**config.mk**
```make
export PLATFORM = sky130hd
export DESIGN_NAME = dtq_ctrl
export DESIGN_NICKNAME = d
export VERILOG_FILES = /design/src/hw/rtl/dtq_pkg.sv /design/src/hw/rtl/dtq_ctrl.sv
export SDC_FILE = /design/constraint.sdc
export NUM_CORES = 1
export LEC_CHECK = 0
export BUFFER_PORTS_ARGS = -buffer_cell sky130_fd_sc_hd__buf_2
export CORE_AREA = 2 2 39 41
export DETAILED_ROUTE_END_ITERATION = 6
export DIE_AREA = 0 0 41 43
export HOLD_SLACK_MARGIN = 0.1
export PLACE_DENSITY = 0.63
export SETUP_SLACK_MARGIN = 0.4
export SYNTH_ARGS = -nofsm -noshare
export SYNTH_HDL_FRONTEND = slang
export SYNTH_SLANG_ARGS = --single-unit
export TNS_END_PERCENT = 100
```
**constraint.sdc**
```tcl
create_clock -name clk -period 1.6 [get_ports clk]
set_input_delay 0.32 -clock clk [delete_from_list [all_inputs] [get_ports clk]]
set_output_delay 0.32 -clock clk [all_outputs]
set_load 0.02 [all_outputs]
```
**src/hw/rtl/dtq_pkg.sv**
```systemverilog
// ----------------------------------------------------------------------------
// dtq_pkg
// Types, codes and constants shared by the deadline timer queue files.
// ----------------------------------------------------------------------------
package dtq_pkg;

    localparam int TIME_W      = 63;
    localparam int HANDLE_W    = 16;
    localparam int MAX_RESULTS = 64;
    localparam int RES_W       = $clog2(MAX_RESULTS);

    localparam logic [TIME_W-1:0] TIME_MAX = {TIME_W{1'b1}};

    localparam logic OP_ADD  = 1'b0;
    localparam logic OP_TICK = 1'b1;

    typedef enum logic [1:0] {
        KIND_ACCEPTED = 2'd0,
        KIND_DROPPED  = 2'd1,
        KIND_EXPIRED  = 2'd2,
        KIND_NONE     = 2'd3
    } kind_t;

    typedef enum logic [1:0] {
        RD_MIN,
        RD_NEXT,
        RD_PTR
    } rd_sel_t;

    typedef enum logic [3:0] {
        S_IDLE,
        S_ADD,
        S_TICK,
        S_RM_RD,
        S_RM_CAP,
        S_SH_CHK,
        S_SH_RD,
        S_SH_WR,
        S_SC_CHK,
        S_SC_CMP,
        S_EMIT
    } state_t;

    typedef struct packed {
        logic [HANDLE_W-1:0] handle;
        logic [TIME_W-1:0]   deadline;
    } entry_t;

    typedef struct packed {
        logic    latch_in;
        logic    add_commit;
        logic    load_out;
        kind_t   out_kind;
        logic    mem_rd;
        rd_sel_t rd_sel;
        logic    mem_wr_shift;
        logic    cap_victim;
        logic    ptr_inc;
        logic    dec_count;
        logic    scan_reset;
        logic    scan_cmp;
    } cmd_t;

    typedef struct packed {
        logic full;
        logic due;
        logic shift_more;
        logic scan_more;
        logic out_free;
        logic emit_last;
    } status_t;

endpackage

```
**src/hw/rtl/dtq_ctrl.sv**
```systemverilog
// ----------------------------------------------------------------------------
// dtq_ctrl
// Sequencer for add, tick, removal shift and minimum rescan.
// ----------------------------------------------------------------------------
module dtq_ctrl (
    input  logic              clk,
    input  logic              rst_n,
    input  logic              in_valid,
    input  logic              in_op,
    output logic              in_ready,
    input  dtq_pkg::status_t  status,
    output dtq_pkg::cmd_t     cmd
);
    import dtq_pkg::*;

    state_t state_reg;
    state_t state_next;

    always_ff @(posedge clk or negedge rst_n)
    begin
        if (!rst_n)
        begin
            state_reg <= S_IDLE;
        end
        else
        begin
            state_reg <= state_next;
        end
    end

    always_comb
    begin
        state_next = state_reg;
        cmd        = '0;
        cmd.out_kind = KIND_NONE;
        cmd.rd_sel   = RD_PTR;
        in_ready   = 1'b0;
        unique case (state_reg)
            S_IDLE:
            begin
                in_ready = 1'b1;
                if (in_valid)
                begin
                    cmd.latch_in = 1'b1;
                    state_next   = (in_op == OP_ADD) ? S_ADD : S_TICK;
                end
            end
            S_ADD:
            begin
                if (status.out_free)
                begin
                    cmd.load_out   = 1'b1;
                    cmd.out_kind   = status.full ? KIND_DROPPED : KIND_ACCEPTED;
                    cmd.add_commit = !status.full;
                    state_next     = S_IDLE;
                end
            end
            S_TICK:
            begin
                if (status.due)
                begin
                    state_next = S_RM_RD;
                end
                else if (status.out_free)
                begin
                    cmd.load_out = 1'b1;
                    cmd.out_kind = KIND_NONE;
                    state_next   = S_IDLE;
                end
            end
            S_RM_RD:
            begin
                cmd.mem_rd = 1'b1;
                cmd.rd_sel = RD_MIN;
                state_next = S_RM_CAP;
            end
            S_RM_CAP:
            begin
                cmd.cap_victim = 1'b1;
                state_next     = S_SH_CHK;
            end
            S_SH_CHK:
            begin
                if (status.shift_more)
                begin
                    state_next = S_SH_RD;
                end
                else
                begin
                    cmd.dec_count  = 1'b1;
                    cmd.scan_reset = 1'b1;
                    state_next     = S_SC_CHK;
                end
            end
            S_SH_RD:
            begin
                cmd.mem_rd = 1'b1;
                cmd.rd_sel = RD_NEXT;
                state_next = S_SH_WR;
            end
            S_SH_WR:
            begin
                cmd.mem_wr_shift = 1'b1;
                cmd.ptr_inc      = 1'b1;
                state_next       = S_SH_CHK;
            end
            S_SC_CHK:
            begin
                if (status.scan_more)
                begin
                    cmd.mem_rd = 1'b1;
                    cmd.rd_sel = RD_PTR;
                    state_next = S_SC_CMP;
                end
                else
                begin
                    state_next = S_EMIT;
                end
            end
            S_SC_CMP:
            begin
                cmd.scan_cmp = 1'b1;
                cmd.ptr_inc  = 1'b1;
                state_next   = S_SC_CHK;
            end
            S_EMIT:
            begin
                if (status.out_free)
                begin
                    cmd.load_out = 1'b1;
                    cmd.out_kind = KIND_EXPIRED;
                    state_next   = status.emit_last ? S_IDLE : S_RM_RD;
                end
            end
            default:
            begin
                state_next = S_IDLE;
            end
        endcase
    end

endmodule

```
==> results of run 1 <==
[per-layer routing]
| layer | GRT usage | part of all wire |
|---|---|---|
| met5 | 0 | 0 |
| met4 | 0.08000 | 0.030 |
| met3 | 0.05236 | 0.042 |
| met2 | 0.4000 | 0.51 |
| met1 | 0.2460 | 0.41 |
[worst max-delay path, delay by kind of cell, from the launching register on]
kind | cells | cell delay, ns
simple gates | 3 | 0.66
flops | 1 | 0.40
compound gates | 1 | 0.06
buf+inv | 1 | 0.14
[logic make-up (layout without fill, tap and decap cells)]
| kind of cell | Yosys count | after routing | share of synthesized area |
|---|---|---|---|
| and+or+nand+nor | 27 | 27 | 0.3325 |
| AOI/OAI and AO/OA | 23 | 23 | 0.3223 |
| buffers and inverters | 12 | 58 | 0.1041 |
| DFF | 4 | 4 | 0.2031 |
| xor gates and xnor gates | 1 | 1 | 0.01777 |
| muxes | 1 | 1 | 0.02031 |
[final cells by class]
| cell class | count | area (sq um) |
|---|---|---|
| multi-input cells | 52 | 488.0 |
| flip-flops and latches | 4 | 103.9 |
| fillers | 97 | 312.8 |
| clock buffers | 4 | 26.28 |
| well taps | 16 | 20.02 |
| inverters | 4 | 15.01 |
| repair buffers | 50 | 417.9 |
[cells in the final DEF, fill, tap and decap left out, drive strengths merged]
cell type	instances
or3	1
a211oi	2
o41ai	1
o21ai	5
or3b	1
o31a	1
nand3b	1
nor3b	2
nand2b	4
nor4	1
o22ai	1
a21oi	6
nand2	1
nand3	1
dfrtp	4
dlygate4sd3	1
o211ai	2
clkbuf	4
nor2b	4
a2111oi	2
inv	4
nor3	3
o32ai	1
mux2i	1
nor2	5
and2	2
and3b	1
buf	49
o32a	1
xor2	1
a221o	1
[stage by stage]
| stage | TNS [ns] | instances |
|---|---|---|
| 2_1_floorplan | 0 | 68 |
| 6_report | -1.456 | 130 |
| 4_1_cts | -1.418 | 126 |
| 3_5_place_dp | 0 | 114 |
| 3_3_place_gp | 0 | 114 |
| 5_1_grt | -2.128 | 130 |
[worst max-delay path by stage]
stage	startpoint	endpoint	slack, ns	cells after the start
finish	state_reg[1]$_DFFE_PN0P_	cmd[9]	-0.21	5
global route	state_reg[1]$_DFFE_PN0P_	cmd[9]	-0.26	5
CTS	state_reg[1]$_DFFE_PN0P_	cmd[9]	-0.22	5
detailed placement	state_reg[1]$_DFFE_PN0P_	cmd[9]	0.02	5
global placement	state_reg[2]$_DFFE_PN0P_	state_reg[1]$_DFFE_PN0P_	0.04	4
floorplan	state_reg[3]$_DFFE_PN0P_	cmd[2]	0.06	4
[Yosys cell counts]
| cell type | n | area share |
|---|---|---|
| nor2b_1 | 4 | 0.051 |
| xor2_1 | 1 | 0.018 |
| nand3_1 | 1 | 0.010 |
| nor3b_1 | 2 | 0.030 |
| nor3_1 | 3 | 0.030 |
| inv_1 | 3 | 0.023 |
| o31a_1 | 1 | 0.018 |
| o32ai_1 | 1 | 0.018 |
| o211ai_1 | 2 | 0.030 |
| nand2_1 | 1 | 0.0076 |
| nor2_1 | 5 | 0.038 |
| o32a_1 | 1 | 0.020 |
| clkbuf_1 | 5 | 0.038 |
| inv_2 | 1 | 0.0076 |
| buf_2 | 2 | 0.020 |
| or3b_1 | 1 | 0.018 |
| or3_1 | 1 | 0.013 |
| nand2b_1 | 4 | 0.051 |
| o41ai_1 | 1 | 0.018 |
| mux2i_1 | 1 | 0.020 |
| o22ai_1 | 1 | 0.013 |
| a211oi_1 | 2 | 0.030 |
| o21ai_0 | 3 | 0.030 |
| and3b_1 | 1 | 0.018 |
| a21oi_2 | 1 | 0.018 |
| nor4_2 | 1 | 0.025 |
| buf_4 | 1 | 0.015 |
| a21oi_1 | 5 | 0.051 |
| nand3b_1 | 1 | 0.015 |
| and2_1 | 2 | 0.025 |
| o21ai_1 | 2 | 0.020 |
| dfrtp_1 | 4 | 0.20 |
| a2111oi_0 | 2 | 0.036 |
| a221o_1 | 1 | 0.020 |
[repair_timing]
action	4_1_cts	5_1_grt
hold buffers	1	0
endpoints found under the hold margin	4	0
endpoints found under the setup margin	18	19
pin swaps	0	2
gates resized for setup	27	16
buffers inserted	7	4
[power by group through the flow]
stage | sequential (mW) | combinational [mW] | clock (mW)
finish | 0.229 | 1.61 | 0.140
global route | 0.234 | 1.70 | 0.154
CTS | 0.225 | 1.44 | 0.143
detailed placement | 0.240 | 1.18 | 0
global placement | 0.238 | 1.17 | 0
floorplan | 0.215 | 0.891 | 0
==> impl_metrics.tcl, run 1 <==
set metrics [dict create \
    drv_slew 0 \
    design_area_sq_mm 0.001071 \
    routed_wl_um 1894 \
    yosysSeqAreaShare 0.2030 \
    dieArea_sq_mm 0.001763 \
    path_clk_slew_ns 0.04 \
    final.setup.worst_slack_ns -0.2132 \
    cts-root-buf "clkbuf_4" \
    status "finished with violations" \
    routed_via_density 5.523 \
    synth_cells 68 \
    grt_pass1_wl_um 2711 \
    hold_violations 0 \
    final_nets 125 \
    synth_warnings 0 \
    worst_slew_pin_slew_ns 0.4701 \
    rsz0062_at_grt "yes" \
    ios 25 \
    hold_start "in_op" \
    clock-sinks 4 \
    synth_cell_type_count 34 \
    startpoint_type "flop" \
    synth.avg_cell_area_sq_um 7.250 \
    cp_max_fo 4 \
    peakVddDrop_mv 1.043 \
    place.gp.congestion 0.7685 \
    regToRegStartpoint "state_reg[1]$_DFFE_PN0P_" \
    grt_pass1_vias 618 \
    hp-class "primary input to flop" \
    hpwlAfterDp_um 1184 \
    post-route-period-util 1.133 \
    reg2regPathDepth 7 \
    drt-initial-drc-count 13 \
    place_ws_ns 0.01966 \
    failed_checks "negative setup slack" \
    holdPathEnd "state_reg[1]$_DFFE_PN0P_" \
    seqPwrFrac 0.116 \
    clockBufferDepth 2 \
    r2r_setup_slack_ns -0.01 \
    cellPowerDensity_mw_per_mm2 1847 \
    layout-drive-gt1-share 0.6930 \
    diodes 0 \
    p_switching_mw 0.8974 \
    syn_area_sq_um 493.0 \
    clkPwrFrac 0.071 \
    largest_register_ff_count 4 \
    cp_slowest_cell "dfrtp_1" \
    p_leak_nw 0.4751 \
    setup_violations 13 \
    power_mw 1.978 \
    die_y_um 43 \
    grt_usage 0.2274 \
    firstDrtPassIters 4 \
    post_drt_wl_per_cell_um 14.57 \
    drv_cap 0 \
    route.detailed.drc 0 \
    postRouteAntennaNets 0 \
    path_cells "nand2b_4 > nor3_2 > a21oi_1 > or3b_4 > buf_6" \
    end_kind "primary output" \
    ys_ff_latch 4 \
    core_sq_mm 0.001384 \
    worstPathRequired_ns 1.28 \
    cts.htree.levels 1 \
    grt_max_degree 16 \
    critical_path_class "flop to primary output" \
    crit_arrival_ns 1.49 \
    post-route-min-period_ns 1.813 \
    numCtsBuffers 3 \
    fin_util 0.7740 \
    num_vias 718 \
    place_area_sq_um 814.5 \
    initial_core_util 0.3562 \
    critPathMaxStageDelay_ns 0.40 \
    min_path_cells 3 \
    relSlewSlack 0.6785 \
    comb_power_share 0.813 \
    skew_ns 0.004965 \
    area_delta_synth_final_pct 117.3 \
    reg2reg_to "state_reg[1]$_DFFE_PN0P_" \
    cts_tree "done" \
    core.rowCount 14 \
    intPower_mw 1.080 \
    overflow 0 \
    swShare 0.4537 \
    fmax_mhz 551.5 \
    dieWidth_um 41 \
    grt_antenna_before_repair 0 \
    port_buffers 24 \
    insertion_delay_ns 0.24 \
    synth_fp_nets 78 \
    holdWs_ns 0.3963 \
]
(Power assumes the default switching activity.)
==> run 2: changes to the inputs <==
CORE_AREA = 5 5 42 44   (was 2 2 39 41)
DIE_AREA = 0 0 47 49   (was 0 0 41 43)
==> impl_metrics.tcl, run 2 (synthesis gave the netlist of run 1 again) <==
set metrics [dict create \
    final_common_cell "buf_4" \
    initial_core_util 0.3518 \
    fin_util 0.8107 \
    multi_input_area_sq_um 518.0 \
    place_ws_ns 0.02586 \
    clock-sinks 4 \
    clkPwrFrac 0.070 \
    worstPathRequired_ns 1.28 \
    route.detailed.drc 0 \
    die_y_um 49 \
    largest_register_ff_count 4 \
    place.gp.congestion 0.8748 \
    crit_arrival_ns 1.47 \
    drt-initial-drc-count 10 \
    layout-drive-gt1-share 0.7414 \
    cellPowerDensity_mw_per_mm2 1922 \
    worst_slew_pin_slew_ns 0.4722 \
    critical_path_class "flop to primary output" \
    dieWidth_um 47 \
    ios 25 \
    post-route-min-period_ns 1.793 \
    met2_length_um 1248 \
    port_buffers 24 \
    grt_usage 0.1969 \
    post_drt_wl_per_cell_um 17.11 \
    hp-class "primary input to asynchronous set/reset pin" \
    stdcell_count 132 \
    dieArea_sq_mm 0.002303 \
    insertion_delay_ns 0.26 \
    end_kind "primary output" \
    path_clk_slew_ns 0.05 \
    intPower_mw 1.182 \
    p_switching_mw 1.002 \
    highest_layer "met4" \
    cts.htree.levels 1 \
    grt_max_degree 17 \
    hpwlAfterDp_um 1210 \
    tns_ns -1.950 \
    cp_max_fo 6 \
    routed_wl_um 2259 \
    post-route-period-util 1.121 \
    relSlewSlack 0.6844 \
    peakVddDrop_mv 1.251 \
    routed_via_density 5.591 \
    wl_met3_um 91 \
    fmax_mhz 557.7 \
    cts-root-buf "clkbuf_4" \
    overflow 0 \
    seqPwrFrac 0.102 \
    grt_pass1_wl_um 3270 \
    hold_violations 0 \
    status "finished with violations" \
    final.setup.worst_slack_ns -0.1931 \
    nFillCells 84 \
    dp.cells 113 \
    cts_tree "done" \
    drv_cap 0 \
    startpoint_type "flop" \
    skew_ns 0.01290 \
    core_sq_mm 0.001401 \
    final_nets 127 \
    firstDrtPassIters 4 \
    failed_checks "negative setup slack" \
    mostFrequentLayoutCells "buf_4, buf_6, buf_2" \
    grt_antenna_before_repair 0 \
    p_leak_nw 0.4948 \
    m1WireLength_um 862 \
    grt_pass1_vias 739 \
    regArea_sq_um 103.9 \
    numCtsBuffers 3 \
    rsz0062_at_grt "yes" \
    num_vias 738 \
    area_delta_synth_final_pct 130.5 \
    core.rowCount 14 \
    swShare 0.4587 \
    power_mw 2.183 \
    diodes 0 \
    setup_violations 17 \
    clockBufferDepth 2 \
    drv_slew 0 \
    comb_power_share 0.829 \
    postRouteAntennaNets 0 \
]
run 2: changes by cell type in the layout (fill, tap and decap cells not counted), moves of 2 or more:
cell       change
buf_6          +2
a2111oi_0      -2
o21ai_1        -2
o21ai_2        +2
buf_4          -2
run 2: cell type report:
type	count	area share
multi-input combinational	52	0.4559
timing repair buffer	52	0.3965
sequential	4	0.09141
clock buffer	4	0.02313
tap	16	0.01762
inverter	4	0.01542
run 2: repair_timing:
item	4_1_cts	5_1_grt
hold buffers	1	0
buffers inserted	11	3
endpoints found under the hold margin	4	0
endpoints found under the setup margin	18	19
gates resized for setup	36	15
pin swaps	7	9
run 2: per-stage QoR:
stage / area (sq um) / hold WS [ns]
after floorplan: 644.4 / 0.02441
after global placement: 832.0 / 0.1278
after detailed placement: 832.0 / 0.1287
after CTS: 1057 / 0.3828
after global routing: 1136 / 0.4124
final: 1136 / 0.3954
run 2: final timing paths:
path / startpoint / endpoint / slack (ns) / cells after the start
worst max register to register: state_reg[0]$_DFFE_PN0P_ / state_reg[1]$_DFFE_PN0P_ / -0.08 / 5
max in group asynchronous: rst_n / state_reg[2]$_DFFE_PN0P_ / 1.06 / 2
worst min register to register: state_reg[3]$_DFFE_PN0P_ / state_reg[2]$_DFFE_PN0P_ / 0.71 / 2
worst max-delay path: state_reg[3]$_DFFE_PN0P_ / cmd[9] / -0.19 / 5
worst min-delay path: rst_n / state_reg[0]$_DFFE_PN0P_ / 0.40 / 2
min in group clk: in_valid / state_reg[0]$_DFFE_PN0P_ / 0.41 / 3
run 2: metal layers:
metal / up-vias / global-route usage
li1: 346 / -
met1: 359 / 0.2257
met2: 26 / 0.3394
met3: 7 / 0.02583
met4: 0 / 0.09217
met5: - / 0
run 2: worst max-delay path: stages (launching register included):
cell and delay [ns]:
dfrtp_2 0.44, buf_6 0.14, buf_6 0.09, a21oi_1 0.05, or3b_4 0.37, buf_6 0.14
run 2: power by group through the flow:
stage / sequential (mW) / combinational [mW] / clock, mW
2_1_floorplan: 0.215 / 0.891 / 0
3_3_place_gp: 0.214 / 1.26 / 0
3_5_place_dp: 0.218 / 1.26 / 0
4_1_cts: 0.214 / 1.60 / 0.153
5_1_grt: 0.229 / 1.91 / 0.163
6_report: 0.222 / 1.81 / 0.152
==> run 3: changes to the inputs <==
clock period = 2 ns   (was 1.6 ns; I/O delays follow)
==> impl_metrics.tcl, run 3 (synthesis gave the netlist of run 1 again) <==
set metrics [dict create \
    p_leak_nw 0.4846 \
    ios 25 \
    final.setup.worst_slack_ns 0.1036 \
    tns_ns 0 \
    routed_wl_um 2154 \
    grt_pass1_wl_um 2980 \
    dieWidth_um 47 \
    dieArea_sq_mm 0.002303 \
    final_common_cell "buf_4" \
    cts-root-buf "clkbuf_4" \
    hpwlAfterDp_um 1179 \
    drv_slew 0 \
    crit_arrival_ns 1.50 \
    mostFrequentLayoutCells "buf_4, buf_6, buf_2" \
    regArea_sq_um 102.6 \
    post-route-period-util 0.9482 \
    postRouteAntennaNets 0 \
    end_kind "primary output" \
    num_vias 689 \
    largest_register_ff_count 4 \
    numCtsBuffers 3 \
    fmax_mhz 527.3 \
    critPathMaxStageDelay_ns 0.39 \
    skew_ns 0.001277 \
    clock-sinks 4 \
    core.rowCount 14 \
    worstPathRequired_ns 1.60 \
    overflow 0 \
    relSlewSlack 0.8157 \
    path_cells "nand2b_4 > nor3_4 > a21oi_2 > or3b_4 > buf_6" \
    route.detailed.drc 0 \
    port_buffers 24 \
    drt-initial-drc-count 10 \
    startpoint_type "flop" \
    cp_slowest_cell "dfrtp_1" \
    cts_tree "done" \
    peakVddDrop_mv 1.227 \
    initial_core_util 0.3518 \
    layout-drive-gt1-share 0.6937 \
    grt_usage 0.1729 \
    drv_cap 0 \
    cellPowerDensity_mw_per_mm2 1519 \
    grt_pass1_vias 648 \
    grt_max_degree 16 \
    path_clk_slew_ns 0.04 \
    status "finished clean" \
    cp_max_fo 4 \
    rsz0062_at_grt "yes" \
    firstDrtPassIters 5 \
    multi_input_area_sq_um 536.8 \
    diodes 0 \
    post_drt_wl_per_cell_um 16.96 \
    core_sq_mm 0.001401 \
    worst_slew_pin_slew_ns 0.2759 \
    hp-class "primary input to flop" \
    post-route-min-period_ns 1.896 \
    insertion_delay_ns 0.24 \
    final_nets 122 \
    grt_antenna_before_repair 0 \
    cts.htree.levels 1 \
    place_ws_ns 0.2507 \
    routed_via_density 5.425 \
    place.gp.congestion 0.7617 \
    setup_violations 0 \
    hold_violations 0 \
    critical_path_class "flop to primary output" \
    area_delta_synth_final_pct 127.7 \
    die_y_um 49 \
    nFillCells 102 \
    clockBufferDepth 2 \
]
==> run 3: path summary, 6_finish.rpt <==
check | from | endpoint | slack (ns) | cells past startpoint
setup / recovery | state_reg[1]$_DFFE_PN0P_ | cmd[9] | 0.10 | 5
hold / removal | in_op | state_reg[1]$_DFFE_PN0P_ | 0.47 | 3
setup reg to reg | state_reg[0]$_DFFE_PN0P_ | state_reg[0]$_DFFE_PN0P_ | 0.41 | 6
hold reg to reg | state_reg[3]$_DFFE_PN0P_ | state_reg[2]$_DFFE_PN0P_ | 0.66 | 2
max in group asynchronous | rst_n | state_reg[0]$_DFFE_PN0P_ | 1.38 | 2
min in group asynchronous | rst_n | state_reg[2]$_DFFE_PN0P_ | 0.49 | 2
==> run 3: cell type report <==
type                       instances  share of cell area
timing repair buffer              47              0.3757
sequential                         4             0.09142
clock buffer                       4             0.02341
tap                               16             0.01784
multi-input combinational         52              0.4783
inverter                           4             0.01338
==> run 3: stage by stage <==
stage	std cells	utilization	hold WS [ns]	area [sq um]	total power, mW
floorplan	68	-	0.1044	593.1	0.8044
CTS	121	0.6929	0.4707	970.9	1.434
finish	127	0.8009	0.4731	1122	1.705
global placement	107	0.5161	0.2066	723.2	0.9783
global route	127	0.8009	0.4949	1122	1.814
detailed placement	107	0.5161	0.2100	723.2	0.9789
==> run 3: critical path, delay by kind of cell (launching register included) <==
kind            cells  cell delay [ns]
simple gates        3             0.67
flops               1             0.39
buf+inv             1             0.14
compound gates      1             0.05
==> run 3: timing repair <==
| item | CTS | global route |
|---|---|---|
| buffers inserted | 9 | 6 |
| hold buffers | 1 | 0 |
| resized for setup | 40 | 22 |
| endpoints found under the hold margin | 4 | 0 |
| setup endpoints to repair | 16 | 17 |
| pin swaps | 5 | 6 |
==> run 3: metal layers <==
layer  part of all wire  up-vias  wire (um)  global-route usage
met2               0.55       24       1192              0.2738
met5                  0        -          0                   0
met3              0.045        2         98             0.04059
met1               0.39      329        841              0.2124
met4              0.010        0         22             0.07834
li1                   -      334          -                   -
==> run 3: where the power goes <==
part / leakage (nW) / internal (mW) / total, mW / switching (mW)
registers: 0.0487 / 0.117 / 0.164 / 0.0466
clock network: 0.0150 / 0.0754 / 0.116 / 0.0406
logic: 0.421 / 0.728 / 1.43 / 0.697
total: 0.485 / 0.921 / 1.71 / 0.784
